File: config.mk
export PLATFORM = sky130hd
export DESIGN_NAME = at_command_loopback_responder_flat
export DESIGN_NICKNAME = d
export VERILOG_FILES = /design/src/rtl/atclr_pkg.sv /design/src/rtl/atclr_if.sv /design/src/rtl/at_command_loopback_responder.sv /design/src/rtl/atclr_front.sv /design/src/rtl/atclr_queue.sv /design/src/rtl/atclr_back.sv /design/src/flat_wrapper.sv
export SDC_FILE = /design/constraint.sdc
export NUM_CORES = 1
export LEC_CHECK = 0
export ABC_AREA = 1
export BUFFER_PORTS_ARGS = -buffer_cell sky130_fd_sc_hd__buf_2
export CAP_MARGIN = 20
export CORE_MARGIN = 1.5
export CORE_UTILIZATION = 41
export CTS_BUF_LIST = sky130_fd_sc_hd__clkbuf_16
export DETAILED_ROUTE_END_ITERATION = 10
export SLEW_MARGIN = 0
export SYNTH_ARGS = -nofsm -noshare
export SYNTH_HDL_FRONTEND = slang
export SYNTH_SLANG_ARGS = --single-unit
File: constraint.sdc
create_clock -name clk -period 3.7 [get_ports clk]
set_clock_uncertainty 0.1 [all_clocks]
set_input_delay 0.74 -clock clk [delete_from_list [all_inputs] [get_ports clk]]
set_output_delay 0.74 -clock clk [all_outputs]
set_load 0.02 [all_outputs]
File: src/rtl/atclr_pkg.sv
// ----------------------------------------------------------------------------
// atclr_pkg
// Types, character codes and response strings of the AT loopback responder.
// ----------------------------------------------------------------------------
`default_nettype none

package atclr_pkg;

  localparam logic [7:0] CH_NUL = 8'h00;
  localparam logic [7:0] CH_CR  = 8'h0D;
  localparam logic [7:0] CH_LF  = 8'h0A;
  localparam logic [7:0] CH_A   = 8'h41;
  localparam logic [7:0] CH_T   = 8'h54;
  localparam logic [7:0] CH_D   = 8'h44;
  localparam logic [7:0] CH_C   = 8'h43;
  localparam logic [7:0] CH_O   = 8'h4F;
  localparam logic [7:0] CH_N   = 8'h4E;
  localparam logic [7:0] CH_E   = 8'h45;
  localparam logic [7:0] CH_K   = 8'h4B;
  localparam logic [7:0] CASE_OFS = 8'h20;

  localparam int QDEPTH = 2;
  localparam int QPTR_W = $clog2(QDEPTH);
  localparam int QCNT_W = $clog2(QDEPTH + 1);

  localparam int IDX_W = 4;
  localparam logic [IDX_W-1:0] LEN_OK      = IDX_W'(6);
  localparam logic [IDX_W-1:0] LEN_CONNECT = IDX_W'(11);

  typedef enum logic [1:0] {
    PH_IDLE  = 2'd0,
    PH_GOT_A = 2'd1,
    PH_GOT_T = 2'd2
  } atclr_phase_t;

  typedef enum logic [1:0] {
    RESP_NONE    = 2'd0,
    RESP_OK      = 2'd1,
    RESP_CONNECT = 2'd2
  } atclr_resp_t;

  typedef struct packed {
    logic [7:0]  data_byte;
    atclr_resp_t resp;
    logic        req_end;
    logic        link_up;
    logic        link_changed;
  } atclr_cmd_t;

  typedef struct packed {
    logic full;
    logic empty;
  } atclr_qstat_t;

  function automatic logic is_char(input logic [7:0] c, input logic [7:0] upper);
    return (c == upper) || (c == (upper + CASE_OFS));
  endfunction

  function automatic logic [IDX_W-1:0] resp_len(input atclr_resp_t kind);
    logic [IDX_W-1:0] len;
    unique case (kind)
      RESP_OK:      len = LEN_OK;
      RESP_CONNECT: len = LEN_CONNECT;
      default:      len = '0;
    endcase
    return len;
  endfunction

  // pos counts from 0 within the response string
  function automatic logic [7:0] resp_byte(input atclr_resp_t kind,
                                           input logic [IDX_W-1:0] pos);
    logic [7:0] b;
    b = CH_LF;
    if (kind == RESP_CONNECT) begin
      case (pos)
        4'd0:    b = CH_CR;
        4'd1:    b = CH_LF;
        4'd2:    b = CH_C;
        4'd3:    b = CH_O;
        4'd4:    b = CH_N;
        4'd5:    b = CH_N;
        4'd6:    b = CH_E;
        4'd7:    b = CH_C;
        4'd8:    b = CH_T;
        4'd9:    b = CH_CR;
        default: b = CH_LF;
      endcase
    end else begin
      case (pos)
        4'd0:    b = CH_CR;
        4'd1:    b = CH_LF;
        4'd2:    b = CH_O;
        4'd3:    b = CH_K;
        4'd4:    b = CH_CR;
        default: b = CH_LF;
      endcase
    end
    return b;
  endfunction

endpackage

`default_nettype wire

File: src/rtl/atclr_if.sv
// ----------------------------------------------------------------------------
// atclr_if
// Valid/ready channels of the AT loopback responder: host bytes in, read bytes out.
// ----------------------------------------------------------------------------
`default_nettype none

interface atclr_in_if;
  logic       valid;
  logic       ready;
  logic [7:0] data_byte;
  logic       request_end;

  modport source (output valid, output data_byte, output request_end, input ready);
  modport sink   (input valid, input data_byte, input request_end, output ready);
endinterface

interface atclr_out_if;
  logic       valid;
  logic       ready;
  logic [7:0] out_byte;
  logic       last_of_run;
  logic       request_done;
  logic       connected;
  logic       connect_changed;

  modport source (output valid, output out_byte, output last_of_run,
                  output request_done, output connected, output connect_changed,
                  input ready);
  modport sink   (input valid, input out_byte, input last_of_run,
                  input request_done, input connected, input connect_changed,
                  output ready);
endinterface

`default_nettype wire

File: src/rtl/at_command_loopback_responder.sv
// ----------------------------------------------------------------------------
// at_command_loopback_responder
// Loopback modem: echoes host bytes and answers AT commands with OK or CONNECT.
// ----------------------------------------------------------------------------
//  channel  | dir | handshake          | payload
//  in_ch    | in  | valid/ready        | data_byte[7:0], request_end
//  out_ch   | out | valid/ready        | out_byte[7:0], last_of_run, request_done,
//           |     |                    | connected, connect_changed
//
//  One item per cycle into a two-entry command queue; plain bytes leave one per
//  cycle while out_ready is high. A carriage return ending an AT command holds
//  the output side while its OK or CONNECT string plays out; input keeps flowing
//  until the queue fills, then stalls. Results leave through one output register
//  behind the queue. NUL bytes are taken and dropped without a result.
//  Reset is synchronous; state is usable the cycle after rst_n rises.
// ----------------------------------------------------------------------------
`default_nettype none

module at_command_loopback_responder
  import atclr_pkg::*;
(
  input  wire logic   clk,
  input  wire logic   rst_n,
  atclr_in_if.sink    in_ch,
  atclr_out_if.source out_ch
);

  logic         push, pop;
  atclr_cmd_t   push_cmd, head_cmd;
  atclr_qstat_t q_stat;

  atclr_front u_front (
    .clk            (clk),
    .rst_n          (rst_n),
    .in_valid       (in_ch.valid),
    .in_ready       (in_ch.ready),
    .in_data_byte   (in_ch.data_byte),
    .in_request_end (in_ch.request_end),
    .q_stat         (q_stat),
    .push           (push),
    .push_cmd       (push_cmd)
  );

  atclr_queue u_queue (
    .clk      (clk),
    .rst_n    (rst_n),
    .push     (push),
    .push_cmd (push_cmd),
    .pop      (pop),
    .head_cmd (head_cmd),
    .q_stat   (q_stat)
  );

  atclr_back u_back (
    .clk                 (clk),
    .rst_n               (rst_n),
    .head_cmd            (head_cmd),
    .q_stat              (q_stat),
    .pop                 (pop),
    .out_valid           (out_ch.valid),
    .out_ready           (out_ch.ready),
    .out_byte            (out_ch.out_byte),
    .out_last_of_run     (out_ch.last_of_run),
    .out_request_done    (out_ch.request_done),
    .out_connected       (out_ch.connected),
    .out_connect_changed (out_ch.connect_changed)
  );

endmodule

`default_nettype wire

File: src/rtl/atclr_front.sv
// ----------------------------------------------------------------------------
// atclr_front
// Accepts host bytes, runs the AT matcher and queues one command per non-NUL byte.
// ----------------------------------------------------------------------------
`default_nettype none

module atclr_front
  import atclr_pkg::*;
(
  input  wire logic         clk,
  input  wire logic         rst_n,
  input  wire logic         in_valid,
  output logic              in_ready,
  input  wire logic [7:0]   in_data_byte,
  input  wire logic         in_request_end,
  input  wire atclr_qstat_t q_stat,
  output logic              push,
  output atclr_cmd_t        push_cmd
);

  atclr_phase_t phase_r, phase_nxt;
  logic         pending_r, pending_nxt;
  logic         skip_r, skip_nxt;
  logic         link_up_r, link_up_nxt;
  logic         link_chg_r, link_chg_nxt;
  logic         take;
  logic         is_cr;

  assign in_ready = !q_stat.full;
  assign take     = in_valid && in_ready && (in_data_byte != CH_NUL);
  assign is_cr    = (in_data_byte == CH_CR);

  // next state
  always_comb begin
    phase_nxt    = phase_r;
    pending_nxt  = pending_r;
    skip_nxt     = skip_r;
    link_up_nxt  = link_up_r;
    link_chg_nxt = link_chg_r;
    if (take) begin
      unique case (phase_r)
        PH_IDLE: begin
          if (is_char(in_data_byte, CH_A)) begin
            phase_nxt   = PH_GOT_A;
            pending_nxt = 1'b0;
            skip_nxt    = 1'b0;
          end
        end
        PH_GOT_A: begin
          phase_nxt = is_char(in_data_byte, CH_T) ? PH_GOT_T : PH_IDLE;
        end
        PH_GOT_T: begin
          if (!skip_r && (is_char(in_data_byte, CH_A) || is_char(in_data_byte, CH_D)))
            pending_nxt = 1'b1;
          skip_nxt = 1'b1;
          if (is_cr) begin
            phase_nxt = PH_IDLE;
            if (pending_nxt) begin
              link_up_nxt  = 1'b1;
              link_chg_nxt = 1'b1;
            end
          end
        end
        default: ;
      endcase
    end
  end

  // outputs
  always_comb begin
    push                  = take;
    push_cmd.data_byte    = in_data_byte;
    push_cmd.req_end      = in_request_end;
    push_cmd.link_up      = link_up_nxt;
    push_cmd.link_changed = link_chg_nxt;
    push_cmd.resp         = RESP_NONE;
    if ((phase_r == PH_GOT_T) && is_cr)
      push_cmd.resp = pending_nxt ? RESP_CONNECT : RESP_OK;
  end

  always_ff @(posedge clk) begin
    if (!rst_n) begin
      phase_r    <= PH_IDLE;
      pending_r  <= 1'b0;
      skip_r     <= 1'b0;
      link_up_r  <= 1'b0;
      link_chg_r <= 1'b0;
    end else begin
      phase_r    <= phase_nxt;
      pending_r  <= pending_nxt;
      skip_r     <= skip_nxt;
      link_up_r  <= link_up_nxt;
      link_chg_r <= link_chg_nxt;
    end
  end

endmodule

`default_nettype wire

File: src/rtl/atclr_queue.sv
// ----------------------------------------------------------------------------
// atclr_queue
// Short command queue between the matcher front and the output back.
// ----------------------------------------------------------------------------
`default_nettype none

module atclr_queue
  import atclr_pkg::*;
(
  input  wire logic       clk,
  input  wire logic       rst_n,
  input  wire logic       push,
  input  wire atclr_cmd_t push_cmd,
  input  wire logic       pop,
  output atclr_cmd_t      head_cmd,
  output atclr_qstat_t    q_stat
);

  atclr_cmd_t              entry_r [QDEPTH];
  logic [QPTR_W-1:0]       wr_ptr_r, wr_ptr_nxt;
  logic [QPTR_W-1:0]       rd_ptr_r, rd_ptr_nxt;
  logic [QCNT_W-1:0]       count_r, count_nxt;

  assign q_stat.full  = (count_r == QCNT_W'(QDEPTH));
  assign q_stat.empty = (count_r == '0);
  assign head_cmd     = entry_r[rd_ptr_r];

  always_comb begin
    wr_ptr_nxt = wr_ptr_r;
    rd_ptr_nxt = rd_ptr_r;
    count_nxt  = count_r;
    if (push)
      wr_ptr_nxt = (wr_ptr_r == QPTR_W'(QDEPTH - 1)) ? '0 : wr_ptr_r + 1'b1;
    if (pop)
      rd_ptr_nxt = (rd_ptr_r == QPTR_W'(QDEPTH - 1)) ? '0 : rd_ptr_r + 1'b1;
    case ({push, pop})
      2'b10:   count_nxt = count_r + 1'b1;
      2'b01:   count_nxt = count_r - 1'b1;
      default: count_nxt = count_r;
    endcase
  end

  always_ff @(posedge clk) begin
    if (push)
      entry_r[wr_ptr_r] <= push_cmd;
  end

  always_ff @(posedge clk) begin
    if (!rst_n) begin
      wr_ptr_r <= '0;
      rd_ptr_r <= '0;
      count_r  <= '0;
    end else begin
      wr_ptr_r <= wr_ptr_nxt;
      rd_ptr_r <= rd_ptr_nxt;
      count_r  <= count_nxt;
    end
  end

endmodule

`default_nettype wire

File: src/rtl/atclr_back.sv
// ----------------------------------------------------------------------------
// atclr_back
// Plays out each queued command: the echo byte, then any response string.
// ----------------------------------------------------------------------------
`default_nettype none

module atclr_back
  import atclr_pkg::*;
(
  input  wire logic         clk,
  input  wire logic         rst_n,
  input  wire atclr_cmd_t   head_cmd,
  input  wire atclr_qstat_t q_stat,
  output logic              pop,
  output logic              out_valid,
  input  wire logic         out_ready,
  output logic [7:0]        out_byte,
  output logic              out_last_of_run,
  output logic              out_request_done,
  output logic              out_connected,
  output logic              out_connect_changed
);

  logic [IDX_W-1:0] idx_r, idx_nxt;
  logic             valid_r, valid_nxt;
  logic [7:0]       byte_r;
  logic             last_r, done_r, conn_r, chg_r;
  logic             advance, load, last;
  logic [7:0]       cur_byte;

  assign advance = !valid_r || out_ready;
  assign load    = advance && !q_stat.empty;

  // idx 0 is the echo, idx n is response byte n-1, counted from 0
  always_comb begin
    if (idx_r == '0) begin
      cur_byte = head_cmd.data_byte;
      last     = (head_cmd.resp == RESP_NONE);
    end else begin
      cur_byte = resp_byte(head_cmd.resp, idx_r - 1'b1);
      last     = (idx_r == resp_len(head_cmd.resp));
    end
    pop     = load && last;
    idx_nxt = idx_r;
    if (load)
      idx_nxt = last ? '0 : idx_r + 1'b1;
    valid_nxt = load ? 1'b1 : (valid_r && !out_ready);
  end

  always_ff @(posedge clk) begin
    if (load) begin
      byte_r <= cur_byte;
      last_r <= last;
      done_r <= last && head_cmd.req_end;
      conn_r <= head_cmd.link_up;
      chg_r  <= head_cmd.link_changed;
    end
  end

  always_ff @(posedge clk) begin
    if (!rst_n) begin
      idx_r   <= '0;
      valid_r <= 1'b0;
    end else begin
      idx_r   <= idx_nxt;
      valid_r <= valid_nxt;
    end
  end

  assign out_valid           = valid_r;
  assign out_byte            = byte_r;
  assign out_last_of_run     = last_r;
  assign out_request_done    = done_r;
  assign out_connected       = conn_r;
  assign out_connect_changed = chg_r;

endmodule

`default_nettype wire

File: src/flat_wrapper.sv
// flat-port wrapper written by rule: the top's interface ports become plain ports
module at_command_loopback_responder_flat import atclr_pkg::*;
  (clk, rst_n, in_ch_valid, in_ch_data_byte, in_ch_request_end, in_ch_ready, out_ch_valid, out_ch_out_byte, out_ch_last_of_run, out_ch_request_done, out_ch_connected, out_ch_connect_changed, out_ch_ready);
  atclr_in_if in_ch_i ();
  atclr_out_if out_ch_i ();
  input  wire logic clk;
  input  wire logic rst_n;
  input wire logic [$bits(in_ch_i.valid)-1:0] in_ch_valid;
  input wire logic [$bits(in_ch_i.data_byte)-1:0] in_ch_data_byte;
  input wire logic [$bits(in_ch_i.request_end)-1:0] in_ch_request_end;
  output wire logic [$bits(in_ch_i.ready)-1:0] in_ch_ready;
  output wire logic [$bits(out_ch_i.valid)-1:0] out_ch_valid;
  output wire logic [$bits(out_ch_i.out_byte)-1:0] out_ch_out_byte;
  output wire logic [$bits(out_ch_i.last_of_run)-1:0] out_ch_last_of_run;
  output wire logic [$bits(out_ch_i.request_done)-1:0] out_ch_request_done;
  output wire logic [$bits(out_ch_i.connected)-1:0] out_ch_connected;
  output wire logic [$bits(out_ch_i.connect_changed)-1:0] out_ch_connect_changed;
  input wire logic [$bits(out_ch_i.ready)-1:0] out_ch_ready;
  assign in_ch_i.valid = in_ch_valid;
  assign in_ch_i.data_byte = in_ch_data_byte;
  assign in_ch_i.request_end = in_ch_request_end;
  assign in_ch_ready = in_ch_i.ready;
  assign out_ch_valid = out_ch_i.valid;
  assign out_ch_out_byte = out_ch_i.out_byte;
  assign out_ch_last_of_run = out_ch_i.last_of_run;
  assign out_ch_request_done = out_ch_i.request_done;
  assign out_ch_connected = out_ch_i.connected;
  assign out_ch_connect_changed = out_ch_i.connect_changed;
  assign out_ch_i.ready = out_ch_ready;
  at_command_loopback_responder u_core (.clk(clk), .rst_n(rst_n), .in_ch(in_ch_i), .out_ch(out_ch_i));
endmodule
# --- Word-level counts from Yosys, hierarchy flattened ---
# Memories as Yosys holds them, arrays and structs flattened. A register that Yosys moved wholly into a read port is not among the register bits.
# Cells that the tools add are included.
word_totals:
  reg_bits: 27
  ramBits: 26
  romBits: 96
  inputBits: 13
  word_cells: 110
  memories: 2
classes:
  n_addsub: 6
  n_eq_ne: 20
  mux: 37
  reduce_logical: 30
mem_list:
  columns: ["name", "words", "word_bits", "read_ports", "rd_ports_with_merged_regs", "write_ports", "line", "rtl"]
  rows:
  - ["(name not given)", 16, 6, 1, 0, 0, "atclr_pkg.sv:75", "case (pos)"]
  - ["u_core.u_queue.entry_r", 2, 13, 1, 1, 1, "atclr_queue.sv:19", "atclr_cmd_t entry_r [QDEPTH];"]
ops:
  columns: ["cell", "count"]
  rows:
  - ["$eq A8 B7 Y1 const B", 6]
  - ["$mux W1", 22]
  - ["$pmux W7 S3", 1]
  - ["$mux W8", 2]
  - ["$mux W2", 5]
  - ["$eq A2 B2 Y1 const B", 4]
  - ["$eq A4 B2 Y1 const B", 2]
  - ["$eq A8 B4 Y1 const B", 1]
  - ["$logic_and A1 B1 Y1", 8]
  - ["$logic_not A4 Y1", 2]
  - ["$mux W4", 2]
  - ["$pmux W4 S2", 1]
  - ["$reduce_bool A8 Y1", 1]
  - ["$eq A2 B1 Y1 const B", 3]
  - ["$logic_not A2 Y1", 3]
  - ["$pmux W2 S3", 1]
  - ["$logic_not A1 Y1", 5]
  - ["$logic_or A1 B1 Y1", 5]
  - ["$add A4 B1 Y4 const B", 1]
  - ["$eq A4 B3 Y1 const B", 1]
  - ["$eq A4 B4 Y1", 1]
  - ["$ne A2 B2 Y1 const B", 2]
  - ["$pmux W1 S2", 2]
  - ["$pmux W2 S2", 1]
  - ["9 further kinds", 11]

# --- Logic depth before layout (Yosys ltp) ---
# Gate-level depths: netlist of run 1.
logic_depth:
  word_depth: 11
  ltp_mapped: 19

# --- By module ---
# Synthesis of run 1 repeated with hierarchy kept, for this count alone.
unflattened:
  cells_unflattened: 325
  area_unflattened_um2: 3021.6
by_module_without_submodules:
  columns: ["mod", "n_inst", "cells_each", "area_each_um2", "seq_area_each_um2"]
  rows:
  - ["atclr_queue", 1, 75, 1202.4, 880.8]
  - ["atclr_back", 1, 146, 1182.4, 460.4]
  - ["atclr_front", 1, 104, 636.9, 120.1]

# --- Least setup slack after synthesis of run 1 ---
# OpenSTA, ideal clock, no wires.
synth_path:
  path_type: "reg2reg"
  start: "reg (tool-made name)"
  end: "reg u_core.u_queue.count_r[1]"
  arrival_time_ns: 2.551
  required_ns: 3.530
  path_slack_ns: 0.980
  path_stages_with_launch: 20
  cell_sequence: "dfxtp_1 inv_1 clkbuf_1 or2_2 o21ai_0 inv_1 ha_1 inv_1 nand3_1 nand2_1 nand2_1 o21ai_2 nand2_1 inv_1 ha_1 a21oi_1 o21ai_0 inv_1 o21ai_0 a21oi_1"
synth_lines:
  columns: ["element", "line", "rtl"]
  rows:
  - ["end signal: assignment", "atclr_queue.sv:56", "count_r <= count_nxt;"]
  - ["end: declaration", "atclr_queue.sv:22", "logic [QCNT_W-1:0] count_r, count_nxt;"]

==> flow_summary.ini, run 1 <==
[run_status]
status = finished clean

[worst_setup_path]
critPathMaxFanout = 14
cp.required_ns = 3.82
startpoint_type = flip-flop
crit_arrival_ns = 3.26
critPathCaptureType = flip-flop
crit_type = reg -> reg

[drt]
wl_per_cell_microns = 12.4
routed_via_density = 4.72
dr.pass1.iters = 4
drt-initial-drc-count = 87
ant_nets = 0
dr_total_vias = 1931
routed_wl_microns = 5070
drc_errors = 0

[floorplan]
die_h_microns = 84.2
ios = 27
core_sq_um = 6350
initial_core_util_pct = 42.5
rows = 29
die_area_sq_um = 7080
die_w_microns = 84.2

[global_route]
track_usage_pct = 15.4
overflow = 0
grt_pass1_wl_microns = 8410
grt_max_degree = 20
grt_pass1_vias = 1748
antenna_found_initial = 0

[logic_synthesis]
yosysUniqueCellTypes = 30
yosysSeqAreaShare_pct = 54.1
ys.flop_type = edfxtp_1
synth.area.top_cells = edfxtp_1 (42%), dfxtp_1 (12%), nand2_1 (12%)
synthTopCellsByCount = nand2_1 (83), edfxtp_1 (38), inv_1 (37)
yosysTopAreaCellShare_pct = 42.3
synth-edff-count = 38
synth_nets = 325
synth.avg_cell_area_sq_um = 9.03
netlist_instances = 299
yosys_warnings = 0
synth_top_cell_by_area = edfxtp_1
synthArstFlopShare_pct = 0
syn_area_sq_um = 2700
ys_seq_elements = 54
yosys.cell_count.top_type = nand2_1

[timing]
hold_violations = 0
whs_ns = 0.368
period_share_pct = 84.8
period_needed_ns = 3.14
maxSlewHeadroom_pct = 59.7
setup_tns_ns = 0
fmax_mhz = 319
finalSetupViolCount = 0
drv_slew = 0
setup_slack_ns = 0.561
rsz0062_at_grt = no
tightestPinTransition_ns = 0.604

[pwr]
leakage_nw = 1.37
p_per_area_nw_per_um2 = 793
switching_share_pct = 40.6
combPwrFrac_pct = 42.3
p_clk_share_pct = 19.6
net-switching-power_mw = 0.993
p_int_mw = 1.45
totalPowerFinal_mw = 2.44
ir_drop_mv = 0.416
p_seq_share_pct = 38.1

[cells_and_area]
nNetsFinal = 357
n_antenna_cell = 0
area_growth_pct = 14.1
drive_above_1_share_pct = 16.6
layout.cells.non_filler = 409
stdcell_area_sq_um = 3080
fin_util_pct = 48.5

[clocking]
clock_sinks = 54
path_clk_slew_ns = 0.07
cts_max_path_buffers = 2
cts_root_buf = clkbuf_16
cts_buffers = 5
postCtsSetupRepairBufs = 0
worstSkewPairLatency_ns = 0.29
cts_tree = built
htree_levels = 2

[flow_run]
maxCapViolCount = 0

[placed_design]
post-place-ws_ns = 0.421
gp_congestion = 0.804
place_inst = 401
io_buffers = 26
place_area_sq_um = 2930
hpwlAfterDp_microns = 3880

[worst_hold_path]
hold_path.class = reg -> reg
-- routing by layer --
metal	up-vias	GRT usage, %	wire, microns
met3	8	2.85	204
met4	0	7.45	103
li1	1030	-	-
met5	-	0	0
met1	858	20.9	2440
met2	35	23.9	2320
-- sequential cells by signal (all words and copies together), names as in the netlist, named ones only --
name,cells
u_core.u_front.skip_r,1
u_core.u_back.out_connect_changed,1
u_core.u_queue.rd_ptr_r,1
u_core.u_front.link_up_r,1
u_core.u_queue.count_r,2
u_core.u_back.out_request_done,1
u_core.u_back.out_byte,8
u_core.u_queue.entry_r,26
u_core.u_front.link_chg_r,1
u_core.u_back.out_valid,1
u_core.u_back.out_last_of_run,1
u_core.u_queue.wr_ptr_r,1
u_core.u_back.out_connected,1
u_core.u_front.pending_r,1
u_core.u_front.phase_r,2
u_core.u_back.idx_r,4
-- critical path, stage by stage, from the launching register on --
cell	delay (ns)
dfxtp_2	0.45
inv_1	0.20
or2_2	0.31
o21ai_0	0.15
inv_1	0.09
ha_1	0.24
inv_1	0.16
nand3_1	0.09
nand2_1	0.07
nand2_1	0.05
o21ai_2	0.22
nand2_1	0.10
inv_1	0.10
ha_1	0.25
a21oi_1	0.12
o21ai_0	0.09
inv_1	0.07
o21ai_0	0.07
a21oi_1	0.12
-- cells by family (layout without fill, tap and decap cells) --
group | after synthesis | after routing | synth area share, %
AO/OA/AOI/OAI | 35 | 35 | 8.16
AND/OR/NAND/NOR | 148 | 148 | 23.6
XOR/XNOR | 6 | 6 | 1.95
buffers and inverters | 43 | 76 | 6.12
adder cells (fa/ha/maj) | 13 | 13 | 6.02
flip-flops | 54 | 54 | 54.1
-- what timing repair did --
item,CTS,global route
setup endpoints to repair,0,1
gates resized for setup,0,1
hold buffers,0,0
endpoints found under the hold margin,0,0
-- layout make-up --
cell class                      instances  area (sq um)
Clock buffer                            5           125
Clock inverter                          3          28.8
Fill cell                             589          3270
Inverter                               40           150
Multi-Input combinational cell        202          1070
Sequential cell                        54          1460
Tap cell                               77          96.3
Timing Repair Buffer                   28           145
-- power by group through the flow --
stage,combinational (mW),sequential (mW),clock [mW]
2_1_floorplan,0.699,1.02,0
3_3_place_gp,1.03,0.945,0
3_5_place_dp,1.04,0.945,0
4_1_cts,1.05,0.933,0.492
5_1_grt,1.18,0.953,0.510
6_report,1.03,0.931,0.479
-- cells in the final DEF, fill, tap and decap left out, types with 2 or more instances in the layout --
| master | netlist | final |
|---|---|---|
| ha_1 | 13 | 13 |
| nand3b_1 | 3 | 3 |
| dfxtp_1 | 16 | 15 |
| o21ai_1 | 3 | 3 |
| inv_2 | 3 | 3 |
| nand2_2 | 3 | 3 |
| nand3_1 | 13 | 13 |
| buf_2 | 0 | 26 |
| a21oi_1 | 13 | 13 |
| edfxtp_1 | 38 | 38 |
| o21ai_0 | 10 | 10 |
| nand2_1 | 83 | 83 |
| buf_4 | 1 | 2 |
| inv_1 | 37 | 37 |
| xor2_1 | 4 | 4 |
| nor2_1 | 35 | 35 |
| clkbuf_16 | 0 | 5 |
| xnor2_1 | 2 | 2 |
| clkinv_4 | 0 | 2 |
| o211ai_1 | 4 | 4 |
| or2_2 | 5 | 5 |
-- final timing paths --
| kind | start | end | slack (ns) | cells past startpoint |
|---|---|---|---|---|
| setup / recovery | flip-flop | u_core.u_queue.count_r[1]$_SDFFE_PN0P_ | 0.56 | 18 |
| hold reg to reg | u_core.u_front.link_chg_r$_SDFF_PN0_ | u_core.u_front.link_chg_r$_SDFF_PN0_ | 0.37 | 2 |
| hold / removal | u_core.u_front.link_chg_r$_SDFF_PN0_ | u_core.u_front.link_chg_r$_SDFF_PN0_ | 0.37 | 2 |
| setup reg to reg | flip-flop | u_core.u_queue.count_r[1]$_SDFFE_PN0P_ | 0.56 | 18 |
Note: power is estimated with default switching activity, not from simulation.
==> run 2: changes to the inputs <==
clock period = 2.6 ns   (was 3.7 ns; I/O delays follow)
==> run 2 against run 1 <==
Flip-flop and latch count unchanged. Setup slack got worse by 0.30 ns. Critical endpoint unchanged. Clock power rose by 43%. Clock-buffer cell count stayed put. Core utilization increased by 1.7 points. Sequential power is 39% higher. Cell area up 3.6%. Via count rose by 4.0%.
==> flow_summary.ini, run 2 (synthesis results as in run 1) <==
[run_status]
status = finished clean

[clocking]
clock_sinks = 54
hold_buffers = 0
cts_buffers = 5
path_clk_slew_ns = 0.08
cts_max_path_buffers = 2
worstSkewPairLatency_ns = 0.30
postCtsResizedCells = 0
cts_tree = built
htree_levels = 2
postCtsSetupRepairBufs = 0
cts_root_buf = clkbuf_16

[global_route]
grt_pass1_wl_microns = 8690
overflow = 0
grt_max_degree = 20
antenna_found_initial = 0
track_usage_pct = 15.5
grt_pass1_vias = 1866

[cells_and_area]
nFillCells = 579
fin_util_pct = 50.3
drive_above_1_share_pct = 20.1
mostFrequentLayoutCells = nand2_1 (83), edfxtp_1 (38), inv_1 (35), nor2_1 (35), buf_2 (26)
nNetsFinal = 364
area_growth_pct = 18.2
largest_register_ff_count = 26
seqCellArea_sq_um = 1460
n_antenna_cell = 0
final_common_cell = nand2_1
largest_register = u_core.u_queue.entry_r
stdcell_area_sq_um = 3190
multiInputGateArea_sq_um = 1130

[worst_setup_path]
rr_worst_depth = 15
cp.required_ns = 2.73
startpoint_type = flip-flop
worstReg2RegEnd = u_core.u_queue.count_r[1]$_SDFFE_PN0P_
critPathCaptureType = flip-flop
crit_type = reg -> reg
reg2reg_slack_ns = 0.26
critPathMaxFanout = 13
crit_arrival_ns = 2.47

[pwr]
p_int_mw = 2.18
p_seq_share_pct = 35.2
ir_drop_mv = 0.552
leakage_nw = 1.41
p_per_area_nw_per_um2 = 1150
switching_share_pct = 40.3
net-switching-power_mw = 1.48
p_clk_share_pct = 18.7
combPwrFrac_pct = 46.1

[timing]
setup_slack_ns = 0.262
maxSlewHeadroom_pct = 72.5
drv_slew = 0
whs_ns = 0.328
tightestPinTransition_ns = 0.410
period_share_pct = 89.9
fmax_mhz = 428
period_needed_ns = 2.34
setup_tns_ns = 0
hold_violations = 0
finalSetupViolCount = 0

[placed_design]
place_area_sq_um = 2980
post-place-ws_ns = 0.127
io_buffers = 26
hpwlAfterDp_microns = 3750
gp_congestion = 0.853

[floorplan]
core_sq_um = 6350
die_h_microns = 84.2
die_area_sq_um = 7080
initial_core_util_pct = 42.5
ios = 27
die_w_microns = 84.2
rows = 29

[drt]
dr_total_vias = 2009
drt-initial-drc-count = 84
ant_nets = 0
drc_errors = 0
routed_wl_microns = 5110
routed_via_density = 4.83
dr.pass1.iters = 4
wl_per_cell_microns = 12.3

[worst_hold_path]
holdPathStages = 1
hold_path.class = in -> reg
min_from = in_ch_request_end
hold_end = u_core.u_queue.entry_r[0][2]$_DFFE_PP_

[flow_run]
maxCapViolCount = 0
## run 2: cell count changes in the layout (fill, tap and decap cells not counted), sizes merged
cell	before	now
buf	28	35
## run 2: worst max-delay path by stage
| stage | from | end | slack, ns | depth (start not counted) |
|---|---|---|---|---|
| 2_1_floorplan | flip-flop | u_core.u_queue.count_r[1]$_SDFFE_PN0P_ | 0.007 | 16 |
| 3_3_place_gp | in_ch_data_byte[4] | u_core.u_queue.entry_r[1][2]$_DFFE_PP_ | 0.20 | 5 |
| 3_5_place_dp | flip-flop | u_core.u_queue.count_r[1]$_SDFFE_PN0P_ | 0.13 | 18 |
| 4_1_cts | u_core.u_queue.entry_r[1][4]$_DFFE_PP_ | u_core.u_queue.count_r[1]$_SDFFE_PN0P_ | 0.13 | 17 |
| 5_1_grt | u_core.u_queue.entry_r[1][3]$_DFFE_PP_ | u_core.u_queue.count_r[1]$_SDFFE_PN0P_ | -0.03 | 15 |
| 6_report | flip-flop | u_core.u_queue.count_r[1]$_SDFFE_PN0P_ | 0.26 | 15 |
## run 2: power groups by stage
| stage | Combinational, mW | Sequential [mW] | Clock (mW) |
|---|---|---|---|
| floorplan | 1.01 | 1.45 | 0 |
| global placement | 1.63 | 1.31 | 0 |
| detailed placement | 1.64 | 1.31 | 0 |
| CTS | 1.64 | 1.29 | 0.708 |
| global route | 1.90 | 1.31 | 0.742 |
| finish | 1.69 | 1.29 | 0.683 |
## run 2: layer usage
layer	vias up	global-route usage [%]	share of wire, %	wire length (microns)
met5	-	0	0	0
met4	0	4.02	0.31	16
met3	2	3.64	4.9	250
met2	38	25.7	49	2530
met1	916	20.7	45	2310
li1	1053	-	-	-
## run 2: area by class of cell
type	instances	area share, %
Multi-Input combinational cell	202	35.4
Tap cell	77	3.02
Inverter	40	4.78
Clock buffer	5	3.92
Sequential cell	54	45.8
Timing Repair Buffer	35	6.19
Clock inverter	3	0.902
## run 2: stage by stage
step	total power, mW	cells
2_1_floorplan	2.46	299
3_3_place_gp	2.94	406
3_5_place_dp	2.94	407
4_1_cts	3.64	415
5_1_grt	3.96	416
6_report	3.66	416
## run 2: critical path, cell delays in order, from the launching register on
cell and delay [ns]:
dfxtp_1 0.31, buf_4 0.19, o21ai_4 0.21, inv_1 0.07, ha_1 0.20, xnor2_1 0.14, nand2_1 0.08, o21ai_2 0.15
nand2_1 0.09, inv_1 0.10, ha_4 0.21, a21oi_2 0.09, o21ai_0 0.08, inv_1 0.08, o21ai_0 0.07, a21oi_1 0.11
==> run 3: changes to the inputs <==
--- a/config.mk
+++ b/config.mk
@@ -7,4 +7,5 @@
 export LEC_CHECK = 0
 export ABC_AREA = 1
+export ABC_CLOCK_PERIOD_IN_PS = 2600
 export BUFFER_PORTS_ARGS = -buffer_cell sky130_fd_sc_hd__buf_2
 export CAP_MARGIN = 20
@@ -13,4 +14,5 @@
 export CTS_BUF_LIST = sky130_fd_sc_hd__clkbuf_16
 export DETAILED_ROUTE_END_ITERATION = 10
+export MAX_ROUTING_LAYER = met4
 export SLEW_MARGIN = 0
 export SYNTH_ARGS = -nofsm -noshare
==> constraint.sdc (replaced) <==
create_clock -name clk -period 2.6 [get_ports clk]
set_clock_uncertainty 0.1 [all_clocks]
set_input_delay 0.52 -clock clk [delete_from_list [all_inputs] [get_ports clk]]
set_output_delay 0.52 -clock clk [all_outputs]
set_load 0.1 [all_outputs]
==> run 3 against run 2 <==
Clock-buffer cell count stayed put. Critical path type unchanged. Critical endpoint unchanged. First-iteration DRC count is 11% higher. Flip-flop and latch count stayed put. Cell count is 0.48% higher. Core utilization is 0.34 points lower. Worst hold slack worse by 0.012 ns. Non-clock buffer count is 2 higher. Sequential share of layout area is 0.39 points higher.
==> flow_summary.ini, run 3 (synthesis results as in run 1) <==
[timing]
drv_slew = 0
rsz0062_at_grt = no
period_share_pct = 93.8
period_needed_ns = 2.44
finalSetupViolCount = 0
setup_tns_ns = 0
maxSlewHeadroom_pct = 67.9
tightestPinTransition_ns = 0.486
fmax_mhz = 410
whs_ns = 0.316
hold_violations = 0

[clocking]
clock_sinks = 54
worstSkewPairLatency_ns = 0.29
hold_buffers = 0
cts_buffers = 5
cts_max_path_buffers = 2
cts_tree = built
cts_root_buf = clkbuf_16
path_clk_slew_ns = 0.07
htree_levels = 2

[global_route]
track_usage_pct = 15.8
antenna_found_initial = 0
grt_pass1_wl_microns = 8590
grt_pass1_vias = 1884
grt_max_degree = 20
overflow = 0

[drt]
routed_via_density = 4.85
dr.pass1.iters = 4
ant_nets = 0
drt-initial-drc-count = 93
dr_total_vias = 2026
routed_wl_microns = 5190
wl_per_cell_microns = 12.4
drc_errors = 0

[floorplan]
initial_core_util_pct = 42.5
ios = 27
die_w_microns = 84.2
rows = 29
core_sq_um = 6350
die_area_sq_um = 7080
die_h_microns = 84.2

[placed_design]
hpwlAfterDp_microns = 3850
gp_congestion = 0.870
io_buffers = 26

[cells_and_area]
area_growth_pct = 17.4
mostFrequentLayoutCells = nand2_1 (83), edfxtp_1 (38), inv_1 (36), nor2_1 (35), buf_2 (26)
n_antenna_cell = 0
drive_above_1_share_pct = 20.2
largest_register_ff_count = 26
largest_register = u_core.u_queue.entry_r
final_common_cell = nand2_1
nNetsFinal = 366

[worst_setup_path]
cp.required_ns = 2.73
crit_type = reg -> reg
crit_end = u_core.u_queue.count_r[1]$_SDFFE_PN0P_
rr_worst_depth = 18
startpoint_type = flip-flop
worstReg2RegEnd = u_core.u_queue.count_r[1]$_SDFFE_PN0P_
critPathCaptureType = flip-flop
crit_arrival_ns = 2.57
reg2reg_slack_ns = 0.16
critPathMaxFanout = 6

[worst_hold_path]
hold_path.class = in -> reg

[run_status]
status = finished clean

[flow_run]
maxCapViolCount = 0
-- run 3: worst min-delay path by stage --
| stage | start | end | slack [ns] | cells after the start |
|---|---|---|---|---|
| 3_5_place_dp | u_core.u_front.link_up_r$_SDFF_PN0_ | u_core.u_front.link_up_r$_SDFF_PN0_ | 0.35 | 2 |
| 4_1_cts | in_ch_request_end | u_core.u_queue.entry_r[1][2]$_DFFE_PP_ | 0.31 | 1 |
| 6_report | in_ch_request_end | u_core.u_queue.entry_r[1][2]$_DFFE_PP_ | 0.32 | 1 |
| 3_3_place_gp | u_core.u_front.link_up_r$_SDFF_PN0_ | u_core.u_front.link_up_r$_SDFF_PN0_ | 0.35 | 2 |
| 5_1_grt | in_ch_request_end | u_core.u_queue.entry_r[1][2]$_DFFE_PP_ | 0.31 | 1 |
| 2_1_floorplan | u_core.u_front.link_chg_r$_SDFF_PN0_ | u_core.u_front.link_chg_r$_SDFF_PN0_ | 0.34 | 2 |
-- run 3: final cells by class --
| class | instances | area [sq um] |
|---|---|---|
| clock inverters | 3 | 28.8 |
| clock buffers | 5 | 125 |
| fillers | 601 | 3180 |
| well taps | 77 | 96.3 |
| flip-flops and latches | 54 | 1460 |
| repair buffers | 37 | 213 |
| inverters | 40 | 153 |
| multi-input cells | 202 | 1090 |
-- run 3: metrics by stage --
stage	utilization, %	worst slack [ns]	cell area (sq um)	instances
4_1_cts	49.5	0.105	3140	416
2_1_floorplan	-	0.00689	2710	299
3_5_place_dp	47.0	0.116	2990	408
3_3_place_gp	47.0	0.219	2990	408
5_1_grt	49.9	0.0101	3170	418
6_report	49.9	0.160	3170	418
-- run 3: metal layers --
metal,global-route usage [%],part of all wire [%],vias to the layer above
li1,-,-,1054
met1,19.7,47,918
met2,25.7,46,45
met3,3.05,4.7,9
met4,5.96,2.2,0
met5,-,0,-
-- run 3: critical path: stages (launching register included) --
cell,delay [ns]
dfxtp_2,0.33
inv_1,0.06
or2_2,0.30
o21ai_4,0.08
inv_1,0.06
ha_2,0.20
inv_4,0.08
nand3_1,0.08
nand2_1,0.07
nand2_1,0.06
o21ai_2,0.15
nand2_1,0.08
inv_1,0.06
ha_1,0.24
a21oi_1,0.11
o21ai_0,0.09
inv_1,0.08
o21ai_0,0.07
a21oi_1,0.11
-- run 3: what timing repair did --
| action | 4_1_cts | 5_1_grt |
|---|---|---|
| gates resized for setup | 0 | 4 |
| setup endpoints to repair | 0 | 1 |
| setup buffers | 0 | 0 |
Power of run 3 is not shown: default switching activity piles up to over one toggle a cycle in this logic, so the estimate is an artifact.
